## config.mk

```make
export PLATFORM = sky130hd
export DESIGN_NAME = ordered_list_engine
export DESIGN_NICKNAME = d
export VERILOG_FILES = /design/src/design/olist_pkg.sv /design/src/design/olist_ctrl.sv /design/src/design/olist_dp.sv /design/src/design/ordered_list_engine.sv
export VERILOG_INCLUDE_DIRS = /design/src /design/src/design
export SDC_FILE = /design/constraint.sdc
export NUM_CORES = 1
export LEC_CHECK = 0
export BUFFER_PORTS_ARGS = -buffer_cell sky130_fd_sc_hd__buf_2
export CORE_AREA = 3 3 329 331
export CTS_BUF_LIST = sky130_fd_sc_hd__clkbuf_2
export DETAILED_ROUTE_END_ITERATION = 8
export DIE_AREA = 0 0 332 334
export GPL_ROUTABILITY_DRIVEN = 0
export HOLD_SLACK_MARGIN = 0.06
export PLACE_DENSITY = 0.48
export SLEW_MARGIN = 15
export SYNTH_ARGS = -nofsm -noshare
export SYNTH_HDL_FRONTEND = slang
export SYNTH_SLANG_ARGS = --single-unit
```

## constraint.sdc

```tcl
create_clock -name clk -period 5 [get_ports clk]
set_input_delay 0.5 -clock clk [delete_from_list [all_inputs] [get_ports clk]]
set_output_delay 0.5 -clock clk [all_outputs]
set_load 0.005 [all_outputs]
```

## src/design/ordered_list_engine_macros.svh

```systemverilog
// Assertion macros shared by the ordered list engine modules.
`ifndef ORDERED_LIST_ENGINE_MACROS_SVH
`define ORDERED_LIST_ENGINE_MACROS_SVH

// Check a consequence in the same cycle as its antecedent.
`define OLE_ASSERT_NOW(label, ante, cons, msg) \
  label: assert property (@(posedge clk) disable iff (!rst_n) (ante) |-> (cons)) else $error(msg);

// Check a consequence in the cycle after its antecedent.
`define OLE_ASSERT_NEXT(label, ante, cons, msg) \
  label: assert property (@(posedge clk) disable iff (!rst_n) (ante) |=> (cons)) else $error(msg);

`endif

```

## src/design/olist_pkg.sv

```systemverilog
`timescale 1ns / 1ps
// Shared types and constants of the ordered list engine.
package olist_pkg;

  localparam int unsigned ACTION_W = 3;
  localparam int unsigned POS_W    = 5;
  localparam int unsigned VAL_W    = 32;
  localparam int unsigned RANGE_W  = 4;
  localparam int unsigned LEN_W    = 5;

  localparam logic [LEN_W-1:0] MAX_LENGTH_RESET = 5'd16;

  // Request action codes
  typedef enum logic [ACTION_W-1:0] {
    ACT_INSERT  = 3'd0,
    ACT_DELETE  = 3'd1,
    ACT_GET     = 3'd2,
    ACT_LOCATE  = 3'd3,
    ACT_REVERSE = 3'd4,
    ACT_CLEAR   = 3'd5
  } action_t;

  // Controller states
  typedef enum logic [2:0] {
    ST_IDLE,
    ST_CHECK,
    ST_INSERT,
    ST_WALK,
    ST_LOCATE,
    ST_REVERSE
  } state_t;

  // Walk flavor run by the datapath on a step command
  typedef enum logic [2:0] {
    MODE_NONE,
    MODE_INSERT,
    MODE_WALK,
    MODE_LOCATE,
    MODE_REVERSE
  } walk_mode_t;

  typedef struct packed {
    logic       load;
    logic       setup;
    logic       step;
    logic       finish;
    walk_mode_t mode;
  } ctrl_cmd_t;

  typedef struct packed {
    logic [ACTION_W-1:0] action;
    logic                req_ok;
    logic                walk_done;
  } dp_status_t;

endpackage

```

## src/design/olist_ctrl.sv

```systemverilog
`timescale 1ns / 1ps
// Controller state machine of the ordered list engine.
`include "ordered_list_engine_macros.svh"

module olist_ctrl (
  input  logic                   clk,
  input  logic                   rst_n,
  input  logic                   start,
  output logic                   busy,
  input  olist_pkg::dp_status_t  status,
  output olist_pkg::ctrl_cmd_t   cmd
);

  olist_pkg::state_t state_r;
  olist_pkg::state_t state_nxt;
  logic              needs_walk;

  // Decide whether the request walks the list or finishes at once
  assign needs_walk = status.req_ok &&
                      (status.action inside {olist_pkg::ACT_INSERT, olist_pkg::ACT_DELETE,
                                             olist_pkg::ACT_GET, olist_pkg::ACT_LOCATE,
                                             olist_pkg::ACT_REVERSE});

  // Next state
  always_comb begin
    state_nxt = state_r;
    unique case (state_r)
      olist_pkg::ST_IDLE: begin
        if (start) state_nxt = olist_pkg::ST_CHECK;
      end
      olist_pkg::ST_CHECK: begin
        if (!needs_walk) begin
          state_nxt = olist_pkg::ST_IDLE;
        end else begin
          unique case (status.action) inside
            olist_pkg::ACT_INSERT:                   state_nxt = olist_pkg::ST_INSERT;
            olist_pkg::ACT_DELETE, olist_pkg::ACT_GET: state_nxt = olist_pkg::ST_WALK;
            olist_pkg::ACT_LOCATE:                   state_nxt = olist_pkg::ST_LOCATE;
            olist_pkg::ACT_REVERSE:                  state_nxt = olist_pkg::ST_REVERSE;
            default:                                 state_nxt = olist_pkg::ST_IDLE;
          endcase
        end
      end
      olist_pkg::ST_INSERT, olist_pkg::ST_WALK, olist_pkg::ST_LOCATE,
      olist_pkg::ST_REVERSE: begin
        if (status.walk_done) state_nxt = olist_pkg::ST_IDLE;
      end
      default: state_nxt = olist_pkg::ST_IDLE;
    endcase
  end

  // Commands to the datapath
  always_comb begin
    cmd  = '0;
    busy = 1'b1;
    unique case (state_r)
      olist_pkg::ST_IDLE: begin
        busy     = 1'b0;
        cmd.load = start;
      end
      olist_pkg::ST_CHECK: begin
        cmd.setup  = needs_walk;
        cmd.finish = !needs_walk;
      end
      olist_pkg::ST_INSERT: begin
        cmd.step   = 1'b1;
        cmd.mode   = olist_pkg::MODE_INSERT;
        cmd.finish = status.walk_done;
      end
      olist_pkg::ST_WALK: begin
        cmd.step   = 1'b1;
        cmd.mode   = olist_pkg::MODE_WALK;
        cmd.finish = status.walk_done;
      end
      olist_pkg::ST_LOCATE: begin
        cmd.step   = 1'b1;
        cmd.mode   = olist_pkg::MODE_LOCATE;
        cmd.finish = status.walk_done;
      end
      olist_pkg::ST_REVERSE: begin
        cmd.step   = 1'b1;
        cmd.mode   = olist_pkg::MODE_REVERSE;
        cmd.finish = status.walk_done;
      end
      default: begin
        busy = 1'b1;
      end
    endcase
  end

  // State register
  always_ff @(posedge clk) begin
    if (!rst_n) begin
      state_r <= olist_pkg::ST_IDLE;
    end else begin
      state_r <= state_nxt;
    end
  end

  `OLE_ASSERT_NEXT(a_start_to_check, state_r == olist_pkg::ST_IDLE && start, state_r == olist_pkg::ST_CHECK, "accepted request did not enter check")
  `OLE_ASSERT_NEXT(a_check_once, state_r == olist_pkg::ST_CHECK, state_r != olist_pkg::ST_CHECK, "check state repeated")
  `OLE_ASSERT_NEXT(a_finish_idle, cmd.finish, state_r == olist_pkg::ST_IDLE, "finished request left controller busy")

endmodule

```

## src/design/olist_dp.sv

```systemverilog
`timescale 1ns / 1ps
// Datapath of the ordered list engine: list memory, pointers and result registers.
`include "ordered_list_engine_macros.svh"

module olist_dp #(
  parameter int CAPACITY    = 16,
  parameter int VALUE_WIDTH = 32
) (
  input  logic                                 clk,
  input  logic                                 rst_n,
  input  olist_pkg::ctrl_cmd_t                 cmd,
  output olist_pkg::dp_status_t                status,
  input  logic [olist_pkg::ACTION_W-1:0]       in_action,
  input  logic [olist_pkg::POS_W-1:0]          in_position,
  input  logic signed [olist_pkg::VAL_W-1:0]   in_value,
  input  logic [olist_pkg::RANGE_W-1:0]        in_range_first,
  input  logic [olist_pkg::RANGE_W-1:0]        in_range_last,
  input  logic                                 cfg_we,
  input  logic [olist_pkg::LEN_W-1:0]          cfg_wdata,
  output logic                                 out_valid,
  output logic                                 out_ok,
  output logic signed [olist_pkg::VAL_W-1:0]   out_value_out,
  output logic [olist_pkg::POS_W-1:0]          out_found_position,
  output logic [olist_pkg::LEN_W-1:0]          out_list_length
);

  localparam int AW    = $clog2(CAPACITY);
  localparam int CW    = $clog2(CAPACITY + 1);
  localparam int CMPW  = ((CW > olist_pkg::POS_W) ? CW : olist_pkg::POS_W) + 1;
  localparam int VOUTW = olist_pkg::VAL_W;
  localparam int LENW  = olist_pkg::LEN_W;
  localparam int FPW   = olist_pkg::POS_W;

  // List memory
  logic [VALUE_WIDTH-1:0] mem [CAPACITY];
  logic [VALUE_WIDTH-1:0] rd_data_r;
  logic                   rd_en, wr_en;
  logic [AW-1:0]          rd_addr, wr_addr;
  logic [VALUE_WIDTH-1:0] wr_data;

  // Latched request
  logic [olist_pkg::ACTION_W-1:0] req_action_r;
  logic [olist_pkg::POS_W-1:0]    req_pos_r;
  logic [VALUE_WIDTH-1:0]         req_val_r;
  logic [olist_pkg::RANGE_W-1:0]  req_first_r, req_last_r;

  // List state and limit register
  logic [CW-1:0]   count_r, count_nxt;
  logic [LENW-1:0] max_len_r;

  // Walk registers
  logic [AW-1:0]          rd_ptr_r, rd_ptr_nxt, wr_ptr_r, wr_ptr_nxt;
  logic [CW-1:0]          left_r, left_nxt;
  logic                   pend_r, pend_nxt, first_r, first_nxt;
  logic [AW-1:0]          cmp_r, cmp_nxt;
  logic [VALUE_WIDTH-1:0] vout_r, vout_nxt;
  logic [AW-1:0]          a_r, a_nxt, b_r, b_nxt, wa_r, wa_nxt, wb_r, wb_nxt;
  logic                   ph_r, ph_nxt, pend_b_r, pend_b_nxt, wb_pend_r, wb_pend_nxt;
  logic [VALUE_WIDTH-1:0] temp_r, temp_nxt;

  // Result registers
  logic             out_valid_r, ok_r;
  logic [VOUTW-1:0] value_r;
  logic [FPW-1:0]   found_r;
  logic [LENW-1:0]  len_r;

  logic [CMPW-1:0] pos_w, count_w, limit_w, first_w, last_w, max_w, idx_full;
  logic [AW-1:0]   idx;
  logic [CW-1:0]   cnt_m1, cmp_p1;
  logic            req_ok, hit, walk_done, ok_res;
  logic [VOUTW-1:0] value_res;
  logic [FPW-1:0]   found_res;

  // Validate the request against the current length and limit
  assign pos_w    = CMPW'(req_pos_r);
  assign count_w  = CMPW'(count_r);
  assign first_w  = CMPW'(req_first_r);
  assign last_w   = CMPW'(req_last_r);
  assign max_w    = CMPW'(max_len_r);
  assign limit_w  = (max_w < CMPW'(CAPACITY)) ? max_w : CMPW'(CAPACITY);
  assign idx_full = pos_w - CMPW'(1);
  assign idx      = idx_full[AW-1:0];
  assign cnt_m1   = count_r - CW'(1);

  always_comb begin
    unique case (req_action_r)
      olist_pkg::ACT_INSERT:
        req_ok = (pos_w >= CMPW'(1)) && (pos_w <= count_w + CMPW'(1)) && (count_w < limit_w);
      olist_pkg::ACT_DELETE, olist_pkg::ACT_GET:
        req_ok = (pos_w >= CMPW'(1)) && (pos_w <= count_w);
      olist_pkg::ACT_LOCATE:  req_ok = 1'b1;
      olist_pkg::ACT_REVERSE: req_ok = (first_w <= last_w) && (last_w < count_w);
      olist_pkg::ACT_CLEAR:   req_ok = 1'b1;
      default:                req_ok = 1'b0;
    endcase
  end

  // Match on the entry read last cycle
  assign hit    = pend_r && (rd_data_r == req_val_r);
  assign cmp_p1 = CW'(cmp_r) + CW'(1);

  // Detect the last step of the current walk
  always_comb begin
    unique case (cmd.mode)
      olist_pkg::MODE_INSERT, olist_pkg::MODE_WALK:
        walk_done = (left_r == '0) && !pend_r;
      olist_pkg::MODE_LOCATE:
        walk_done = hit || ((left_r == '0) && !pend_r);
      olist_pkg::MODE_REVERSE:
        walk_done = !ph_r && !(a_r < b_r) && !pend_r && !pend_b_r && !wb_pend_r;
      default:
        walk_done = 1'b0;
    endcase
  end

  assign status.action    = req_action_r;
  assign status.req_ok    = req_ok;
  assign status.walk_done = walk_done;

  // Set up and advance the walk, drive the memory ports
  always_comb begin
    rd_en       = 1'b0;
    rd_addr     = rd_ptr_r;
    wr_en       = 1'b0;
    wr_addr     = wr_ptr_r;
    wr_data     = rd_data_r;
    rd_ptr_nxt  = rd_ptr_r;
    wr_ptr_nxt  = wr_ptr_r;
    left_nxt    = left_r;
    pend_nxt    = pend_r;
    first_nxt   = first_r;
    cmp_nxt     = cmp_r;
    vout_nxt    = vout_r;
    a_nxt       = a_r;
    b_nxt       = b_r;
    wa_nxt      = wa_r;
    wb_nxt      = wb_r;
    ph_nxt      = ph_r;
    pend_b_nxt  = pend_b_r;
    wb_pend_nxt = wb_pend_r;
    temp_nxt    = temp_r;
    if (cmd.setup) begin
      pend_nxt    = 1'b0;
      pend_b_nxt  = 1'b0;
      wb_pend_nxt = 1'b0;
      ph_nxt      = 1'b0;
      first_nxt   = 1'b1;
      cmp_nxt     = '0;
      a_nxt       = AW'(req_first_r);
      b_nxt       = AW'(req_last_r);
      unique case (req_action_r)
        olist_pkg::ACT_INSERT: begin
          rd_ptr_nxt = cnt_m1[AW-1:0];
          wr_ptr_nxt = count_r[AW-1:0];
          left_nxt   = count_r - CW'(idx);
        end
        olist_pkg::ACT_DELETE: begin
          rd_ptr_nxt = idx;
          wr_ptr_nxt = idx;
          left_nxt   = count_r - CW'(idx);
        end
        olist_pkg::ACT_GET: begin
          rd_ptr_nxt = idx;
          left_nxt   = CW'(1);
        end
        olist_pkg::ACT_LOCATE: begin
          rd_ptr_nxt = '0;
          left_nxt   = count_r;
        end
        default: begin
          left_nxt = '0;
        end
      endcase
    end else if (cmd.step) begin
      unique case (cmd.mode)
        // Shift entries up from the tail, then drop the new value in
        olist_pkg::MODE_INSERT: begin
          pend_nxt = 1'b0;
          if (left_r != '0) begin
            rd_en      = 1'b1;
            rd_ptr_nxt = rd_ptr_r - AW'(1);
            left_nxt   = left_r - CW'(1);
            pend_nxt   = 1'b1;
          end
          if (pend_r) begin
            wr_en      = 1'b1;
            wr_ptr_nxt = wr_ptr_r - AW'(1);
          end else if (left_r == '0) begin
            wr_en   = 1'b1;
            wr_data = req_val_r;
          end
        end
        // Capture the first entry read, shift the rest down by one
        olist_pkg::MODE_WALK: begin
          pend_nxt = 1'b0;
          if (left_r != '0) begin
            rd_en      = 1'b1;
            rd_ptr_nxt = rd_ptr_r + AW'(1);
            left_nxt   = left_r - CW'(1);
            pend_nxt   = 1'b1;
          end
          if (pend_r) begin
            if (first_r) begin
              vout_nxt  = rd_data_r;
              first_nxt = 1'b0;
            end else begin
              wr_en      = 1'b1;
              wr_ptr_nxt = wr_ptr_r + AW'(1);
            end
          end
        end
        // Scan from the head until the first match
        olist_pkg::MODE_LOCATE: begin
          pend_nxt = 1'b0;
          if ((left_r != '0) && !hit) begin
            rd_en      = 1'b1;
            rd_ptr_nxt = rd_ptr_r + AW'(1);
            left_nxt   = left_r - CW'(1);
            pend_nxt   = 1'b1;
          end
          if (pend_r && !hit) cmp_nxt = cmp_r + AW'(1);
        end
        // Alternate reads of the low and high ends, write back swapped
        olist_pkg::MODE_REVERSE: begin
          if (!ph_r) begin
            pend_b_nxt = 1'b0;
            pend_nxt   = 1'b0;
            if (a_r < b_r) begin
              rd_en    = 1'b1;
              rd_addr  = a_r;
              wa_nxt   = a_r;
              ph_nxt   = 1'b1;
              pend_nxt = 1'b1;
            end
          end else begin
            rd_en      = 1'b1;
            rd_addr    = b_r;
            wb_nxt     = b_r;
            a_nxt      = a_r + AW'(1);
            b_nxt      = b_r - AW'(1);
            ph_nxt     = 1'b0;
            pend_b_nxt = 1'b1;
            pend_nxt   = 1'b0;
          end
          if (pend_r) temp_nxt = rd_data_r;
          wb_pend_nxt = pend_b_r;
          if (pend_b_r) begin
            wr_en   = 1'b1;
            wr_addr = wa_r;
            wr_data = rd_data_r;
          end
          if (wb_pend_r) begin
            wr_en   = 1'b1;
            wr_addr = wb_r;
            wr_data = temp_r;
          end
        end
        default: begin
          pend_nxt = pend_r;
        end
      endcase
    end
  end

  // Length after the request and the result fields
  always_comb begin
    count_nxt = count_r;
    if (cmd.finish) begin
      unique case (req_action_r)
        olist_pkg::ACT_INSERT: if (req_ok) count_nxt = count_r + CW'(1);
        olist_pkg::ACT_DELETE: if (req_ok) count_nxt = count_r - CW'(1);
        olist_pkg::ACT_CLEAR:  count_nxt = '0;
        default:               count_nxt = count_r;
      endcase
    end
  end

  assign ok_res    = (req_action_r == olist_pkg::ACT_LOCATE) ? hit : req_ok;
  assign value_res = (req_ok && ((req_action_r == olist_pkg::ACT_DELETE) ||
                                 (req_action_r == olist_pkg::ACT_GET))) ?
                     VOUTW'(vout_r) : '0;
  assign found_res = ((req_action_r == olist_pkg::ACT_LOCATE) && hit) ? FPW'(cmp_p1) : '0;

  // Memory: one write port, one registered read port
  always_ff @(posedge clk) begin
    if (wr_en) mem[wr_addr] <= wr_data;
    if (rd_en) rd_data_r <= mem[rd_addr];
  end

  // Control registers
  always_ff @(posedge clk) begin
    if (!rst_n) begin
      count_r     <= '0;
      max_len_r   <= olist_pkg::MAX_LENGTH_RESET;
      out_valid_r <= 1'b0;
      left_r      <= '0;
      pend_r      <= 1'b0;
      first_r     <= 1'b0;
      ph_r        <= 1'b0;
      pend_b_r    <= 1'b0;
      wb_pend_r   <= 1'b0;
    end else begin
      count_r     <= count_nxt;
      if (cfg_we) max_len_r <= cfg_wdata;
      out_valid_r <= cmd.finish;
      left_r      <= left_nxt;
      pend_r      <= pend_nxt;
      first_r     <= first_nxt;
      ph_r        <= ph_nxt;
      pend_b_r    <= pend_b_nxt;
      wb_pend_r   <= wb_pend_nxt;
    end
  end

  // Payload registers
  always_ff @(posedge clk) begin
    if (cmd.load) begin
      req_action_r <= in_action;
      req_pos_r    <= in_position;
      req_val_r    <= VALUE_WIDTH'($unsigned(in_value));
      req_first_r  <= in_range_first;
      req_last_r   <= in_range_last;
    end
    rd_ptr_r <= rd_ptr_nxt;
    wr_ptr_r <= wr_ptr_nxt;
    cmp_r    <= cmp_nxt;
    vout_r   <= vout_nxt;
    a_r      <= a_nxt;
    b_r      <= b_nxt;
    wa_r     <= wa_nxt;
    wb_r     <= wb_nxt;
    temp_r   <= temp_nxt;
    if (cmd.finish) begin
      ok_r    <= ok_res;
      value_r <= value_res;
      found_r <= found_res;
      len_r   <= LENW'(count_nxt);
    end
  end

  assign out_valid          = out_valid_r;
  assign out_ok             = ok_r;
  assign out_value_out      = $signed(value_r);
  assign out_found_position = found_r;
  assign out_list_length    = len_r;

  `OLE_ASSERT_NEXT(a_strobe_single, out_valid_r, !out_valid_r, "result strobe held for two cycles")
  `OLE_ASSERT_NOW(a_count_bound, 1'b1, count_r <= CW'(CAPACITY), "list length above capacity")
  `OLE_ASSERT_NEXT(a_insert_grows, cmd.finish && (req_action_r == olist_pkg::ACT_INSERT) && req_ok, count_r == $past(count_r) + CW'(1), "successful insert did not grow list")

endmodule

```

## src/design/ordered_list_engine.sv

```systemverilog
`timescale 1ns / 1ps
// Top level of the ordered list engine.
//
// Keeps an ordered list of signed values with a length count. A request is
// taken at a clock edge where start is high and busy is low; in_action picks
// insert, delete, get, locate, reverse or clear, with in_position,
// in_value, in_range_first and in_range_last as operands. Codes 6 and 7
// change nothing and report failure.
// Each request gives exactly one result, shown for a single cycle while
// out_valid is high: out_ok, out_value_out, out_found_position and
// out_list_length (the length after the request). The receiver cannot
// stall; a result must be taken in the cycle it is shown.
// Rejections and clear finish from the check state; insert, delete, get,
// locate and reverse walk the list first. The list memory has one read and
// one write port and the walk moves one entry per cycle (reverse reads both
// ends of a pair in turn), so one request is in work at a time; busy is
// high until it finishes. cfg_we/cfg_wdata write the length limit; the user
// must write it only while idle; the block does not enforce it. Synchronous
// reset empties the list and sets the limit to 16; the memory is not cleared.
module ordered_list_engine #(
  parameter int CAPACITY    = 16,
  parameter int VALUE_WIDTH = 32
) (
  input  logic                                clk,
  input  logic                                rst_n,
  input  logic                                start,
  output logic                                busy,
  input  logic [olist_pkg::ACTION_W-1:0]      in_action,
  input  logic [olist_pkg::POS_W-1:0]         in_position,
  input  logic signed [olist_pkg::VAL_W-1:0]  in_value,
  input  logic [olist_pkg::RANGE_W-1:0]       in_range_first,
  input  logic [olist_pkg::RANGE_W-1:0]       in_range_last,
  input  logic                                cfg_we,
  input  logic [olist_pkg::LEN_W-1:0]         cfg_wdata,
  output logic                                out_valid,
  output logic                                out_ok,
  output logic signed [olist_pkg::VAL_W-1:0]  out_value_out,
  output logic [olist_pkg::POS_W-1:0]         out_found_position,
  output logic [olist_pkg::LEN_W-1:0]         out_list_length
);

  olist_pkg::ctrl_cmd_t  cmd;
  olist_pkg::dp_status_t status;

  // Sequence each request
  olist_ctrl u_ctrl (
    .clk    (clk),
    .rst_n  (rst_n),
    .start  (start),
    .busy   (busy),
    .status (status),
    .cmd    (cmd)
  );

  // Hold the list and form results
  olist_dp #(
    .CAPACITY    (CAPACITY),
    .VALUE_WIDTH (VALUE_WIDTH)
  ) u_dp (
    .clk                (clk),
    .rst_n              (rst_n),
    .cmd                (cmd),
    .status             (status),
    .in_action          (in_action),
    .in_position        (in_position),
    .in_value           (in_value),
    .in_range_first     (in_range_first),
    .in_range_last      (in_range_last),
    .cfg_we             (cfg_we),
    .cfg_wdata          (cfg_wdata),
    .out_valid          (out_valid),
    .out_ok             (out_ok),
    .out_value_out      (out_value_out),
    .out_found_position (out_found_position),
    .out_list_length    (out_list_length)
  );

endmodule

```

==> results of run 1 <==
[cell type report]
type	count	area share [%]
Multi-Input combinational cell	1062	23.8
Clock inverter	68	0.944
Clock buffer	282	3.80
Inverter	34	0.344
Sequential cell	751	60.0
Timing Repair Buffer	280	6.32
Antenna cell	5	0.0337
Tap cell	1391	4.69
[what timing repair did]
action / CTS / global route
hold buffers: 123 / 0
hold endpoints to repair: 120 / 0
setup buffers: 0 / 0
[synth_stat cells, types with 3 or more instances]
library cell / instances
a211oi_1: 7
a21boi_0: 5
a21o_1: 8
a21oi_1: 39
a22oi_1: 39
a31oi_1: 7
and2_1: 40
and3_1: 3
buf_1: 5
buf_2: 23
buf_4: 28
clkbuf_1: 32
dfxtp_1: 28
edfxtp_1: 723
fa_1: 3
ha_1: 39
inv_1: 32
mux2i_1: 491
nand2_1: 103
nand2b_1: 6
nand3_1: 9
nand4_1: 11
nor2_1: 64
nor2b_1: 12
nor3_1: 14
nor4_1: 9
o21a_1: 3
o21ai_0: 23
o22ai_1: 15
or2_2: 3
or3_1: 5
xnor2_1: 50
xor2_1: 9
[state kept, by name, summed over array words and instances, names as in the netlist, 4 cells and up]
signal / flops
u_dp.req_last_r: 4
u_dp.cmp_r: 4
u_dp.a_r: 4
u_dp.b_r: 4
u_dp.rd_ptr_r: 4
u_dp.temp_r: 32
u_dp.rd_data_r: 32
u_dp.out_list_length: 5
u_dp.req_val_r: 32
u_dp.req_first_r: 4
u_dp.wb_r: 4
u_dp.count_r: 5
u_dp.left_r: 5
u_dp.mem: 512
u_dp.req_pos_r: 5
u_dp.vout_r: 32
u_dp.out_value_out: 32
u_dp.out_found_position: 5
u_dp.max_len_r: 5
u_dp.wa_r: 4
u_dp.wr_ptr_r: 4
[worst register-to-register path, stage by stage (launching register included)]
cell	delay, ns
dfxtp_1	0.66
inv_1	0.17
ha_1	0.39
inv_1	0.06
ha_1	0.29
nor2b_1	0.13
o21bai_1	0.13
a31oi_1	0.14
o32ai_4	0.44
nor3_2	0.12
nor2_1	0.56
buf_4	0.28
mux2_2	0.34
[per-layer routing]
metal	share of wire, %	GRT usage, %	vias to the layer above
li1	-	-	8357
met1	46	19.6	9128
met2	47	24.1	443
met3	4.4	3.04	136
met4	2.2	5.57	0
met5	0	0	-
[cells by family (layout without fill, tap and decap cells)]
logic type                 count (synthesis)  count (layout)
AOI/OAI and AO/OA                        172             172
and+or+nand+nor                          297             297
muxes                                    492             492
xor gates and xnor gates                  59              59
DFF                                      751             751
adders and majority gates                 42              42
buffers and inverters                    125             664
other                                      0               5
[worst max path at each step]
stage,endpoint,cells after the start,slack (ns),startpoint
6_report,u_dp.a_r[1],12,1.0,u_dp.count_r[0]
5_1_grt,u_dp.a_r[1],12,0.77,u_dp.count_r[0]
4_1_cts,u_dp.a_r[1],12,1.04,u_dp.count_r[0]
3_5_place_dp,u_dp.wr_ptr_r[0],11,1.10,u_dp.count_r[0]
3_3_place_gp,u_dp.a_r[1],12,1.18,u_dp.count_r[0]
2_1_floorplan,u_dp.rd_data_r[0],3,1.17,u_ctrl.state_r[2]
[power by group]
group          internal, mW  total, mW  leakage, nW  switching [mW]
Clock                  1.61       4.19         1.34            2.58
Combinational         0.322      0.705         5.77           0.383
Sequential             6.90       6.95         6.78          0.0572
==> out/qor.yml, run 1 <==
period_needed_ns: 4.00
yosysWarnings: 0
critical_path.slowest_cell: "dfxtp_1"
worstPathRequired_ns: 6.13
gr-total-overflow: 0
hold_path.class: "input pin to register"
ctsRootBufferMaster: "clkbuf_2"
num_vias: 18100
final_area_mm2: 0.0371
cp-end-kind: "register"
slew_viol_final: 0
dieWidth_um: 332
syn_to_final_growth_pct: 17.7
final_cell_mix: "723 x edfxtp_1, 491 x mux2i_1, 282 x clkbuf_2"
netlist.area_leader.share_pct: 68.9
run_status: "completed"
grt_max_degree: 86
fin_setup_tns_ns: 0
ys_top_cells_by_area: "edfxtp_1 69%, mux2i_1 16%, dfxtp_1 1.8%"
wl_mm: 83.1
die_h_um: 334
die_area_mm2: 0.111
peakVddDrop_mv: 0.160
core_mm2: 0.105
final_util_pct: 35.2
fin_skew_ns: 0.111
grt_usage_pct: 14.8
worstHoldEndpoint: "u_dp.req_val_r[19]"
place_ws_ns: 1.10
h-tree-depth: 4
antenna_found_initial: 5
grt_pass1_vias: 18800
layout_commonest_cell: "edfxtp_1"
rsz0062_at_grt: "false"
p_per_area_mw_per_mm2: 319
synth-adder-area-share_pct: 1.74
critPathKind: "register to register"
yosys.area.top_type: "edfxtp_1"
synth-seq-area-share_pct: 70.6
numCtsBuffers: 197
crit_arrival_ns: 5.13
synth-xor-area-share_pct: 1.64
leakage_nw: 13.9
min_path_cells: 3
hp-start: "in_value[19]"
first_pass_iters: 4
detail_route.wl_per_cell_um: 21.4
rr_startpoint: "u_dp.count_r[0]"
post_cts_resize_count: 0
placedCellCount: 3395
start_util_pct: 29.9
worstSkewPairLatency_ns: 1.45
ios: 102
place_area_mm2: 0.0341
critPathBufInv: 3
clock-sinks: 751
r2r-end: "u_dp.a_r[1]"
synthSimpleGateAreaFrac_pct: 4.70
antenna_left: 0
port_buffers: 101
p_total_mw: 11.8
path_delay_family: "simple AND/OR/NAND/NOR gates"
synth_seq_cells: 751
max_stage_delay_ns: 0.66
clk_pin_slew_ns: 0.11
cp_max_fo: 12
fillers: 10300
multi_input_area_mm2: 0.00884
ys_dominant_reg_cell: "edfxtp_1"
synth_area_mm2: 0.0315
finalCritPeriodShare_pct: 80.1
syn-num-nets: 2037
num_rows: 119
grt_pass1_wl_mm: 122
fmax_mhz: 250
async_flop_share_pct: 0
nNetsFinal: 2425
syn_inst: 1938
synth-compound-area-share_pct: 3.69
hold_viol: 0
fin_cells: 3873
synth_edf_count: 723
rrSetupSlack_ns: 1.0
synthMuxAreaShare_pct: 15.6
route.detailed.drc: 0
r2r_cells: 12
cts_tree: "done"
setup_viol: 0
hold_ws_ns: 0.282
drv_cap: 0
critPathLaunchType: "register"
synth_top_family_by_area: "multiplexers"
drive_gt1_share_pct: 20.6
clockBufferDepth: 3
worst_slew_pin_slew_ns: 1.16
seq_area_mm2: 0.0223
synth_area_per_cell_um2: 16.3
hpwl_mm: 47.3
drt-initial-drc-count: 963
crit_chain: "inv_1 -> ha_1 -> inv_1 -> ha_1 -> nor2b_1 -> o21bai_1 -> a31oi_1 -> o32ai_4 -> nor3_2 -> nor2_1 -> buf_4 -> mux2_2"
synth.distinct_cells: 72
vias_per_cell: 4.66
setup_ws_ns: 0.996
slew_headroom_pct: 22.5
No activity file was read; power rests on OpenSTA's default activity.
==> run 2: changes to the inputs <==
Settings changed: PLACE_DENSITY 0.48 to 0.5.
Clock period 5 ns to 3.6 ns, I/O delays scaled along.
==> run 2 against run 1 <==
First-iteration DRC count rose by 15%. Setup slack got worse by 0.75 ns. Non-clock buffer count rose by 86. Via count rose by 1.5%. Critical path depth fell by 2. Critical path type unchanged. Critical endpoint is now u_dp.out_list_length[4]. Largest cell class unchanged. Largest power group unchanged.
==> out/qor.yml, run 2 (synthesized netlist as in run 1, its figures left out) <==
run_status: "completed"
grt_pass1_vias: 19200  # +2.0%
grt_max_degree: 83  # -3.5%
numCtsBuffers: 192  # -2.5%
rsz0062_at_grt: "false"
finalCritPeriodShare_pct: 93.3  # +13 points
num_rows: 119  # unchanged
antenna_found_initial: 5  # unchanged
dieWidth_um: 332  # unchanged
rrSetupSlack_ns: 0.24  # -0.75 ns
antenna_left: 0  # unchanged
grt_usage_pct: 14.8  # -0.038 points
worstSkewPairLatency_ns: 1.38  # -0.07 ns
setup_viol: 0  # unchanged
period_needed_ns: 3.36  # -0.647 ns
clock-sinks: 751  # unchanged
ios: 102  # unchanged
multi_input_area_mm2: 0.00887  # +0.27%
route.detailed.drc: 0  # unchanged
detail_route.wl_per_cell_um: 20.9  # -2.3%
wl_mm: 82.9  # -0.19%
num_vias: 18300  # +1.5%
nNetsFinal: 2506  # +3.3%
worstPathRequired_ns: 4.68  # -1.45 ns
grt_pass1_wl_mm: 122  # about the same
hold_viol: 0  # unchanged
layout_commonest_cell: "edfxtp_1"
clockBufferDepth: 3  # unchanged
final_util_pct: 36.1  # +0.95 points
port_buffers: 101  # unchanged
clk_pin_slew_ns: 0.12  # about the same
peakVddDrop_mv: 0.191  # +19%
final_cell_mix: "723 x edfxtp_1, 491 x mux2i_1, 270 x clkbuf_2"
vias_per_cell: 4.63  # -0.73%
p_per_area_mw_per_mm2: 430  # +35%
critPathKind: "register to register"
hpwl_mm: 48.5  # +2.5%
fin_cells: 3958  # +2.2%
postCtsSetupBuffers: 0  # unchanged
seq_area_mm2: 0.0223  # unchanged
core_mm2: 0.105  # unchanged
crit_arrival_ns: 4.44  # -0.69 ns
drv_cap: 0  # unchanged
leakage_nw: 14.3  # +3.2%
slew_viol_final: 0  # unchanged
die_h_um: 334  # unchanged
hold_path.class: "input pin to register"
worst_slew_pin_slew_ns: 0.832  # -0.329 ns
drt-initial-drc-count: 1106  # +15%
start_util_pct: 29.9  # unchanged
p_total_mw: 16.4  # +38%
placedCellCount: 3449  # +1.6%
fillers: 10100  # -1.8%
regMostFlops: "u_dp.mem"
fmax_mhz: 298  # +19%
first_pass_iters: 7  # +3
drive_gt1_share_pct: 21.6  # +1.0 points
cts_tree: "done"
cp-end-kind: "register"
largest_reg_flops: 512  # unchanged
cp_max_fo: 6  # -6
gr-total-overflow: 0  # unchanged
slew_headroom_pct: 44.6  # +22 points
h-tree-depth: 4  # unchanged
syn_to_final_growth_pct: 20.9
fin_skew_ns: 0.115  # +0.00407 ns
die_area_mm2: 0.111  # unchanged
ctsRootBufferMaster: "clkbuf_2"
critPathLaunchType: "register"
## run 2: cell types whose count changed in the layout (fill, tap and decap cells not counted), sizes merged
cell | before | now
buf | 157 | 211
clkbuf | 282 | 270
clkinv | 57 | 71
clkinvlp | 2 | 3
dlygate4sd3 | 123 | 155
inv | 42 | 38
## run 2: what timing repair did
item                                    4_1_cts  5_1_grt
hold endpoints to repair                    120        0
endpoints found under the setup margin        0       16
hold buffers                                155        0
resized for setup                             0        4
## run 2: path summary, 6_finish.rpt
path	from	depth (start not counted)	endpoint
max	u_dp.req_val_r[19]	10	u_dp.out_list_length[4]
min	in_value[9]	3	u_dp.req_val_r[9]
max reg2reg	u_dp.req_val_r[19]	10	u_dp.out_list_length[4]
min reg2reg	u_dp.rd_data_r[15]	0	u_dp.temp_r[15]
## run 2: layout make-up
class | count | share of cell area [%]
clock inverter | 79 | 1.02
inverter | 34 | 0.335
antenna | 5 | 0.0328
tap | 1391 | 4.57
clock buffer | 270 | 3.55
timing repair buffer | 366 | 8.78
multi-input combinational | 1062 | 23.3
sequential | 751 | 58.4
## run 2: power by group
group	switching, mW	internal [mW]	total, mW
Clock	3.54	2.15	5.70
Sequential	0.0668	9.58	9.64
Combinational	0.549	0.501	1.05
## run 2: metrics by stage
step	area, µm²	TNS [ns]	worst slack [ns]	hold WS [ns]
3_5_place_dp	34800	0	0.182	0.506
2_1_floorplan	31500	-0.637	-0.00669	0.451
5_1_grt	38100	0	0.00505	0.136
3_3_place_gp	34800	0	0.308	0.495
6_report	38100	0	0.243	0.300
4_1_cts	38100	0	0.107	0.0674
## run 2: metal layers
metal  part of all wire, %  vias up  global-route usage (%)
li1                      -     8546                       -
met1                    46     9225                    19.7
met2                    48      445                    24.2
met3                   4.3      110                    2.97
met4                   1.6        0                    4.86
met5                     0        -                       0
## run 2: critical path, cell delays in order (launching register included)
cell and delay, ns:
edfxtp_1 0.54, xnor2_1 0.55, nand4_1 0.22, nor4_1 0.44, buf_4 0.19, nand2_1 0.09, o21ai_0 0.31, o221ai_2 0.21
buf_4 0.18, o21ai_0 0.22, nand2_1 0.09
